## src/rtl/core/dtot_pkg.sv

```systemverilog
// ============================================================================
// dtot_pkg
// Shared types, register indexes and helpers for the device timestamp
// offset tracker.
// ============================================================================
package dtot_pkg;

    localparam int unsigned US_W   = 32;   // device time, microseconds
    localparam int unsigned HOST_W = 63;   // host time, nanoseconds
    localparam int unsigned NS_W   = 42;   // 32-bit microseconds scaled by 1000
    localparam int unsigned WIDE_W = 64;   // wrapped offset arithmetic
    localparam int unsigned CFG_IDX_W = 2;

    // Register indexes on the configuration port
    localparam logic [CFG_IDX_W-1:0] CFG_HOLD_WINDOW  = 2'd0;
    localparam logic [CFG_IDX_W-1:0] CFG_RESYNC_THRSH = 2'd1;
    localparam logic [CFG_IDX_W-1:0] CFG_LINK_DELAY   = 2'd2;

    // Reset values
    localparam logic [US_W-1:0] HOLD_WINDOW_RST = 32'd0;
    localparam logic [NS_W-1:0] RESYNC_NS_RST   = 42'd100_000_000;  // 100000 us
    localparam logic [NS_W-1:0] LINK_NS_RST     = 42'd0;

    typedef struct packed {
        logic [US_W-1:0]   device_time_us;
        logic [HOST_W-1:0] host_time_ns;
    } t_in_item;

    typedef struct packed {
        logic signed [WIDE_W-1:0] corrected_time_ns;
        logic signed [WIDE_W-1:0] offset_error_ns;
        logic [NS_W-1:0]          device_time_ns;
        logic                     resynced;
    } t_out_item;

    // Configuration, thresholds kept pre-scaled to nanoseconds
    typedef struct packed {
        logic [US_W-1:0] hold_us;
        logic [NS_W-1:0] resync_ns;
        logic [NS_W-1:0] link_ns;
    } t_cfg;

    // Input stage contents
    typedef struct packed {
        logic [US_W-1:0]   dev_us;
        logic [NS_W-1:0]   dev_ns;   // new device time, scaled
        logic [HOST_W-1:0] host_ns;
    } t_a_stage;

    // Tracking stage contents
    typedef struct packed {
        logic [WIDE_W-1:0] mapped_ns;
        logic [WIDE_W-1:0] err_ns;
        logic [NS_W-1:0]   dev_ns;
        logic              resync;
    } t_b_stage;

    // x * 1000 = x*1024 - x*16 - x*8, no multiplier needed
    function automatic logic [NS_W-1:0] us_to_ns(input logic [US_W-1:0] x);
        logic [NS_W-1:0] xe;
        xe = {{(NS_W-US_W){1'b0}}, x};
        return (xe << 10) - (xe << 4) - (xe << 3);
    endfunction

endpackage

```

## src/rtl/core/dtot_cfg.sv

```systemverilog
// ============================================================================
// dtot_cfg
// Configuration registers; resync threshold and link delay are scaled to
// nanoseconds when written.
// ============================================================================
module dtot_cfg (
    input  logic                          i_clk,
    input  logic                          i_rst_n,
    input  logic                          i_we,
    input  logic [dtot_pkg::CFG_IDX_W-1:0] i_idx,
    input  logic [dtot_pkg::US_W-1:0]     i_data,
    output dtot_pkg::t_cfg                o_cfg
);
    import dtot_pkg::*;

    t_cfg r_cfg;
    t_cfg n_cfg;

    always_comb begin
        n_cfg = r_cfg;
        if (i_we) begin
            case (i_idx)
                CFG_HOLD_WINDOW:  n_cfg.hold_us   = i_data;
                CFG_RESYNC_THRSH: n_cfg.resync_ns = us_to_ns(i_data);
                CFG_LINK_DELAY:   n_cfg.link_ns   = us_to_ns(i_data);
                default:          n_cfg = r_cfg;   // unmapped index: ignored
            endcase
        end
    end

    always_ff @(posedge i_clk) begin
        if (!i_rst_n) begin
            r_cfg.hold_us   <= HOLD_WINDOW_RST;
            r_cfg.resync_ns <= RESYNC_NS_RST;
            r_cfg.link_ns   <= LINK_NS_RST;
        end else begin
            r_cfg <= n_cfg;
        end
    end

    assign o_cfg = r_cfg;

endmodule

```

## src/rtl/core/dtot_track.sv

```systemverilog
// ============================================================================
// dtot_track
// Hold filter and offset tracking; owns the last accepted time and the
// tracked offset.
// ============================================================================
module dtot_track (
    input  logic                i_clk,
    input  logic                i_rst_n,
    input  logic                i_load,
    input  dtot_pkg::t_a_stage  i_a,
    input  dtot_pkg::t_cfg      i_cfg,
    output dtot_pkg::t_b_stage  o_b
);
    import dtot_pkg::*;

    logic [US_W-1:0]   r_last_us;
    logic [NS_W-1:0]   r_last_ns;
    logic [WIDE_W-1:0] r_offset;
    t_b_stage          r_b;

    logic [US_W:0]     dist_us;
    logic              hold;
    logic [NS_W-1:0]   chosen_ns;
    logic [WIDE_W-1:0] host_w;
    logic [WIDE_W-1:0] host_minus_dev;
    logic [WIDE_W-1:0] err;
    logic [WIDE_W-1:0] err_mag;
    logic [WIDE_W-1:0] mapped_track;
    logic              resync;
    t_b_stage          n_b;

    always_comb begin
        // exact distance, no wrap
        dist_us = (i_a.dev_us >= r_last_us)
                ? {1'b0, i_a.dev_us} - {1'b0, r_last_us}
                : {1'b0, r_last_us} - {1'b0, i_a.dev_us};
        hold      = {1'b0, i_cfg.hold_us} > dist_us;
        chosen_ns = hold ? r_last_ns : i_a.dev_ns;

        host_w         = {1'b0, i_a.host_ns};
        host_minus_dev = host_w - {{(WIDE_W-NS_W){1'b0}}, chosen_ns};
        err            = host_minus_dev - r_offset;
        mapped_track   = {{(WIDE_W-NS_W){1'b0}}, chosen_ns} + r_offset;

        // most negative error maps to 2^63 and always resyncs
        err_mag = err[WIDE_W-1] ? (~err + 1'b1) : err;
        resync  = err_mag > {{(WIDE_W-NS_W){1'b0}}, i_cfg.resync_ns};

        n_b.mapped_ns = resync ? host_w : mapped_track;
        n_b.err_ns    = resync ? '0 : err;
        n_b.dev_ns    = chosen_ns;
        n_b.resync    = resync;
    end

    always_ff @(posedge i_clk) begin
        if (!i_rst_n) begin
            r_last_us <= '0;
            r_last_ns <= '0;
            r_offset  <= '0;
        end else if (i_load) begin
            if (!hold) begin
                r_last_us <= i_a.dev_us;
                r_last_ns <= i_a.dev_ns;
            end
            if (resync) begin
                r_offset <= host_minus_dev;
            end
        end
    end

    always_ff @(posedge i_clk) begin
        if (i_load) begin
            r_b <= n_b;
        end
    end

    assign o_b = r_b;

endmodule

```

## src/rtl/core/dtot_out.sv

```systemverilog
// ============================================================================
// dtot_out
// Result register; applies the link delay correction.
// ============================================================================
module dtot_out (
    input  logic                         i_clk,
    input  logic                         i_load,
    input  dtot_pkg::t_b_stage           i_b,
    input  logic [dtot_pkg::NS_W-1:0]    i_link_ns,
    output dtot_pkg::t_out_item          o_item
);
    import dtot_pkg::*;

    t_out_item r_item;
    t_out_item n_item;

    always_comb begin
        n_item.corrected_time_ns = i_b.mapped_ns - {{(WIDE_W-NS_W){1'b0}}, i_link_ns};
        n_item.offset_error_ns   = i_b.err_ns;
        n_item.device_time_ns    = i_b.dev_ns;
        n_item.resynced          = i_b.resync;
    end

    always_ff @(posedge i_clk) begin
        if (i_load) begin
            r_item <= n_item;
        end
    end

    assign o_item = r_item;

endmodule

```

## src/rtl/core/device_timestamp_offset_tracker.sv

```systemverilog
// ============================================================================
// device_timestamp_offset_tracker
// Maps 32-bit device microsecond timestamps onto the host nanosecond clock.
// ============================================================================
// One item per clock while unstalled; exactly one result per item, in order.
// There are three register stages: an input stage (scales device time to ns),
// the tracking stage (hold filter, offset add, error check, resync), and the
// result register (link delay subtract). An accepted item moves through
// them in that order, and o_out_valid is driven by the result register.
// Sustained rate is one item per cycle while the output accepts; the tracking
// stage updates its state (last accepted time, tracked offset) on the edge
// that registers its result, so a following item always sees the state left
// by the one before it. All stages hold when the output is stalled, and each
// stage can refill as its contents move on, so backpressure costs no bubbles.
// Config registers (index on i_cfg_idx): 0 hold window us, 1 resync
// threshold us (reset 100000), 2 link delay us. Other indexes are ignored.
// Write config only while no items are in flight; o_cfg_ready is always high.
// 64-bit results wrap in two's complement.
module device_timestamp_offset_tracker (
    input  logic                           i_clk,
    input  logic                           i_rst_n,

    input  logic                           i_in_valid,
    output logic                           o_in_ready,
    input  dtot_pkg::t_in_item             i_in_data,

    output logic                           o_out_valid,
    input  logic                           i_out_ready,
    output dtot_pkg::t_out_item            o_out_data,

    input  logic                           i_cfg_valid,
    output logic                           o_cfg_ready,
    input  logic [dtot_pkg::CFG_IDX_W-1:0] i_cfg_idx,
    input  logic [dtot_pkg::US_W-1:0]      i_cfg_data
);
    import dtot_pkg::*;

    t_cfg     cfg;
    t_a_stage r_a;
    t_b_stage b_stage;

    logic r_a_vld, r_b_vld, r_c_vld;
    logic n_a_vld, n_b_vld, n_c_vld;
    logic a_ready, b_ready, c_ready;
    logic a_load, b_load, c_load;

    assign o_cfg_ready = 1'b1;

    dtot_cfg u_cfg (
        .i_clk   (i_clk),
        .i_rst_n (i_rst_n),
        .i_we    (i_cfg_valid),
        .i_idx   (i_cfg_idx),
        .i_data  (i_cfg_data),
        .o_cfg   (cfg)
    );

    // Stage handshake: a stage takes a new item when empty or draining
    assign c_ready = !r_c_vld || i_out_ready;
    assign b_ready = !r_b_vld || c_ready;
    assign a_ready = !r_a_vld || b_ready;

    assign a_load = i_in_valid && a_ready;
    assign b_load = r_a_vld && b_ready;
    assign c_load = r_b_vld && c_ready;

    always_comb begin
        n_a_vld = a_load ? 1'b1 : (b_load ? 1'b0 : r_a_vld);
        n_b_vld = b_load ? 1'b1 : (c_load ? 1'b0 : r_b_vld);
        n_c_vld = c_load ? 1'b1 : ((r_c_vld && i_out_ready) ? 1'b0 : r_c_vld);
    end

    always_ff @(posedge i_clk) begin
        if (!i_rst_n) begin
            r_a_vld <= 1'b0;
            r_b_vld <= 1'b0;
            r_c_vld <= 1'b0;
        end else begin
            r_a_vld <= n_a_vld;
            r_b_vld <= n_b_vld;
            r_c_vld <= n_c_vld;
        end
    end

    // Input stage: scaling by 1000 is state-free, so it is done here
    always_ff @(posedge i_clk) begin
        if (a_load) begin
            r_a.dev_us  <= i_in_data.device_time_us;
            r_a.dev_ns  <= us_to_ns(i_in_data.device_time_us);
            r_a.host_ns <= i_in_data.host_time_ns;
        end
    end

    dtot_track u_track (
        .i_clk   (i_clk),
        .i_rst_n (i_rst_n),
        .i_load  (b_load),
        .i_a     (r_a),
        .i_cfg   (cfg),
        .o_b     (b_stage)
    );

    dtot_out u_out (
        .i_clk     (i_clk),
        .i_load    (c_load),
        .i_b       (b_stage),
        .i_link_ns (cfg.link_ns),
        .o_item    (o_out_data)
    );

    assign o_in_ready  = a_ready;
    assign o_out_valid = r_c_vld;

endmodule

```

## config.mk

```make
export PLATFORM = sky130hd
export DESIGN_NAME = device_timestamp_offset_tracker
export DESIGN_NICKNAME = d
export VERILOG_FILES = /design/src/rtl/core/dtot_pkg.sv /design/src/rtl/core/dtot_cfg.sv /design/src/rtl/core/dtot_track.sv /design/src/rtl/core/dtot_out.sv /design/src/rtl/core/device_timestamp_offset_tracker.sv
export SDC_FILE = /design/constraint.sdc
export NUM_CORES = 2
export LEC_CHECK = 0
export ABC_AREA = 1
export BUFFER_PORTS_ARGS = -buffer_cell sky130_fd_sc_hd__buf_2
export CAP_MARGIN = 20
export CORE_ASPECT_RATIO = 0.5
export CORE_MARGIN = 3
export CORE_UTILIZATION = 50
export CTS_CLUSTER_DIAMETER = 150
export CTS_CLUSTER_SIZE = 30
export DETAILED_ROUTE_END_ITERATION = 12
export PLACE_DENSITY = 0.66
export SLEW_MARGIN = 20
export SYNTH_ARGS = -nofsm -noshare
export SYNTH_HDL_FRONTEND = slang
export SYNTH_SLANG_ARGS = --single-unit
```

## constraint.sdc

```tcl
create_clock -name i_clk -period 12.8 [get_ports i_clk]
set_input_delay 1.92 -clock i_clk [delete_from_list [all_inputs] [get_ports i_clk]]
set_output_delay 1.92 -clock i_clk [all_outputs]
set_load 0.02 [all_outputs]
```

==> run_results.csv <==
group,metric,value,unit
routing,drt-vias-per-instance,5.42,
setup_path,slowest_stage,"edfxtp_1",
final_layout,final_util,58.3,%
placed_design,dp.cells,8762,
setup_path,crit_path_end_kind,"flop",
setup_path,criticalPathCategory,"flop to flop",
setup_path,reg2reg_from,"r_a[109]$_DFFE_PP_",
global_route,grt_pass1_wl,255,mm
synth,synth.most_common_cell,"nand2_1",
clock_tree,clk_pin_slew,0.13,ns
routing,num_vias,48100,
sta,clock_skew,0.0379,ns
placed_design,dp_hpwl,142,mm
power_and_ir_drop,p_int,0.00533,W
die,die_y,234,um
setup_path,cp_max_fo,25,
die,rows,82,
power_and_ir_drop,clockPowerShare,11.3,%
synth,syn_inst,6979,
sta,maxSlewViolCount,0,
synth,synthArstFlopShare,0,%
synth,yosys.cell_types.count,59,
setup_path,crit_buf_inv,16,
routing,ant_nets,0,
clock_tree,hold_buffers,0,
setup_path,crit_top_cell,"nand2_1",
routing,wirelength,176,mm
sta,rsz0062_at_grt,"yes",
sta,fmax,80.8,MHz
synth,synth.area.top_cells,"edfxtp_1, nand2_1, ha_1, dfxtp_1, inv_1",
sta,hold_viol_final,0,
power_and_ir_drop,vdd_drop_max,0.171,mV
min_path,hold_path.startpoint,"u_track.o_b[41]$_DFFE_PP_",
placed_design,port_buffers,306,
synth,synth_seq_area_share,37.1,%
synth,synth_top_area_share,27.4,%
clock_tree,cts_tree,"built",
global_route,grt_overflow,0,
synth,syn_area,52000,um^2
power_and_ir_drop,p_total,0.0106,W
setup_path,cp_top_family,"compound AO/OA/AOI/OAI gates",
setup_path,critPathMaxStageDelay,0.42,ns
global_route,first_global_vias,42300,
synth,synth_nets,7579,
power_and_ir_drop,leakagePower,27.7,nW
setup_path,r2r_end,"u_track.o_b[72]$_SDFFCE_PN0P_",
die,dieArea,108000,um^2
routing,drtIter0Drc,5123,
synth,synth-edff-count,475,
synth,ys_ff_latch,726,
clock_tree,cts_buffer_depth,3,
power_and_ir_drop,power_switching_share,49.6,%
sta,worst_pin_slew,1.26,ns
setup_path,regToRegSetupSlack,0.43,ns
clock_tree,root_buffer,"clkbuf_16",
setup_path,cp-start-kind,"flop",
clock_tree,numCtsBuffers,28,
die,start_util,51.2,%
final_layout,fin_cells,8870,
setup_path,r2r_cells,79,
min_path,worstHoldPathCells,0,
job,cap_violations,0,
sta,final.period_utilization,96.7,%
min_path,hold_class,"flop to flop",
synth,synth_area_leader_cell,"edfxtp_1",
die,fp.dieW,462,um
routing,dr.pass1.iters,7,
final_layout,fin_area,59200,um^2
die,core,102000,um^2
final_layout,layout.nets,8059,
placed_design,gp_congestion,1.03,
final_layout,area_growth,13.9,%
sta,setup_violations,0,
sta,hold_slack,0.416,ns
sta,min_period,12.37,ns
placed_design,placed_cell_area,56600,um^2
die,ios,308,
routing,drc,0,
min_path,min_to,"u_out.o_item[41]$_DFFE_PP_",
clock_tree,clock_sinks,726,
global_route,grt_max_degree,128,
setup_path,arrival,12.90,ns
sta,relSlewSlack,15.4,%
clock_tree,htree_levels,1,
synth,synthFlopType,"edfxtp_1",
synth,ys_warn_count,0,
global_route,antenna_found_initial,6,
final_layout,drive_gt1_share,12.0,%
global_route,grt_use_total,30.8,%
clock_tree,worstSkewPairLatency,0.70,ns
setup_path,crit_required,13.33,ns
synth,avgSynthCellArea,7.45,um^2
outcome,run_status,"finished, final reports clean",
synth,synthTopCellsByCount,"nand2_1, inv_1, nor2_1",
power_and_ir_drop,pwr_density_cell,178,nW/um^2
power_and_ir_drop,switchingPower,0.00524,W
power_and_ir_drop,comb_power_share,62.0,%
power_and_ir_drop,p_seq_share,26.7,%
routing,routedWlPerCell,19.8,um
## how the worst max path moves through the flow
stage / endpoint / cells after the start / start / slack (ns)
6_report: u_track.o_b[72]$_SDFFCE_PN0P_ / 79 / r_a[109]$_DFFE_PP_ / 0.43
5_1_grt: u_track.o_b[78]$_SDFFCE_PN0P_ / 87 / r_a[108]$_DFFE_PP_ / -0.35
4_1_cts: u_track.o_b[60]$_SDFFCE_PN0P_ / 87 / r_a[109]$_DFFE_PP_ / 0.01
3_5_place_dp: u_track.o_b[110]$_DFFE_PP_ / 77 / r_a[107]$_DFFE_PP_ / -0.38
3_3_place_gp: u_track.o_b[110]$_DFFE_PP_ / 80 / r_a[107]$_DFFE_PP_ / -0.007
2_1_floorplan: u_track.o_b[109]$_DFFE_PP_ / 95 / r_a[108]$_DFFE_PP_ / 0.99
## layout by cell type, fill, tap and decap left out, types with 89 or more instances in the layout
| master | instances |
|---|---|
| ha_1 | 382 |
| xor2_1 | 209 |
| buf_4 | 236 |
| nand2_1 | 1593 |
| buf_2 | 305 |
| nor2_1 | 721 |
| xnor2_1 | 89 |
| dfxtp_1 | 251 |
| nand3_1 | 226 |
| a21oi_1 | 581 |
| edfxtp_1 | 475 |
| o21ai_0 | 408 |
| inv_1 | 1110 |
## stage by stage
stage          setup WS [ns]  setup TNS, ns
2_1_floorplan          0.988              0
5_1_grt               -0.350         -58.28
3_3_place_gp        -0.00698        -0.0363
4_1_cts               0.0130              0
3_5_place_dp          -0.380         -56.45
6_report               0.429              0
## power groups by stage
| stage | clock (W) | combinational [W] | sequential [W] |
|---|---|---|---|
| 2_1_floorplan | 0 | 0.00392 | 0.00284 |
| 3_3_place_gp | 0 | 0.00610 | 0.00287 |
| 3_5_place_dp | 0 | 0.00609 | 0.00287 |
| 4_1_cts | 0.00121 | 0.00614 | 0.00281 |
| 5_1_grt | 0.00128 | 0.00719 | 0.00283 |
| 6_report | 0.00120 | 0.00656 | 0.00282 |
## area by class of cell
type	instances	area, um^2
clock buffers	50	783
inverters	1163	4380
flip-flops and latches	726	19300
multi-input cells	4960	28900
diodes	3	7.51
repair buffers	580	4090
fillers	9661	42400
clock inverters	2	46.3
well taps	1386	1730
## per-layer routing
metal / vias up / global-route usage [%] / wire length (um)
li1: 23700 / - / -
met1: 22200 / 45.4 / 79300
met2: 1972 / 46.3 / 74500
met3: 215 / 6.23 / 17300
met4: 6 / 7.45 / 4870
met5: - / 0 / 40
## kinds of logic after synthesis
| logic type | after synthesis | synth area share (%) |
|---|---|---|
| fa+ha+maj | 466 | 12.0 |
| compound gates | 1304 | 13.5 |
| flops | 726 | 37.1 |
| simple gates | 2875 | 22.7 |
| xor+xnor | 306 | 5.17 |
| buf+inv | 1296 | 9.51 |
| other cells | 1 | 0.00721 |
| mux | 5 | 0.0962 |
## worst register-to-register path: cells and delay by family (launching register included)
kind / cells / cell delay, ns
compound gates: 23 / 3.90
fa+ha+maj: 5 / 1.35
buf+inv: 16 / 2.23
flops: 1 / 0.42
xor+xnor: 3 / 0.48
simple gates: 32 / 3.83
## state kept, by name (all words and copies together) (netlist names)
signal	cells
u_track.o_b	171
r_b_vld	1
u_track.r_last_us	32
u_track.r_last_ns	42
u_track.r_offset	64
r_a_vld	1
o_out_valid	1
u_cfg.o_cfg	110
r_a	133
u_out.o_item	171
## repair_timing
action,CTS,global route
setup endpoints to repair,193,193
buffers inserted,3,32
pin swaps,5,41
resized for setup,14,291
gates cloned,0,18
No activity file was read; power rests on OpenSTA's default activity.
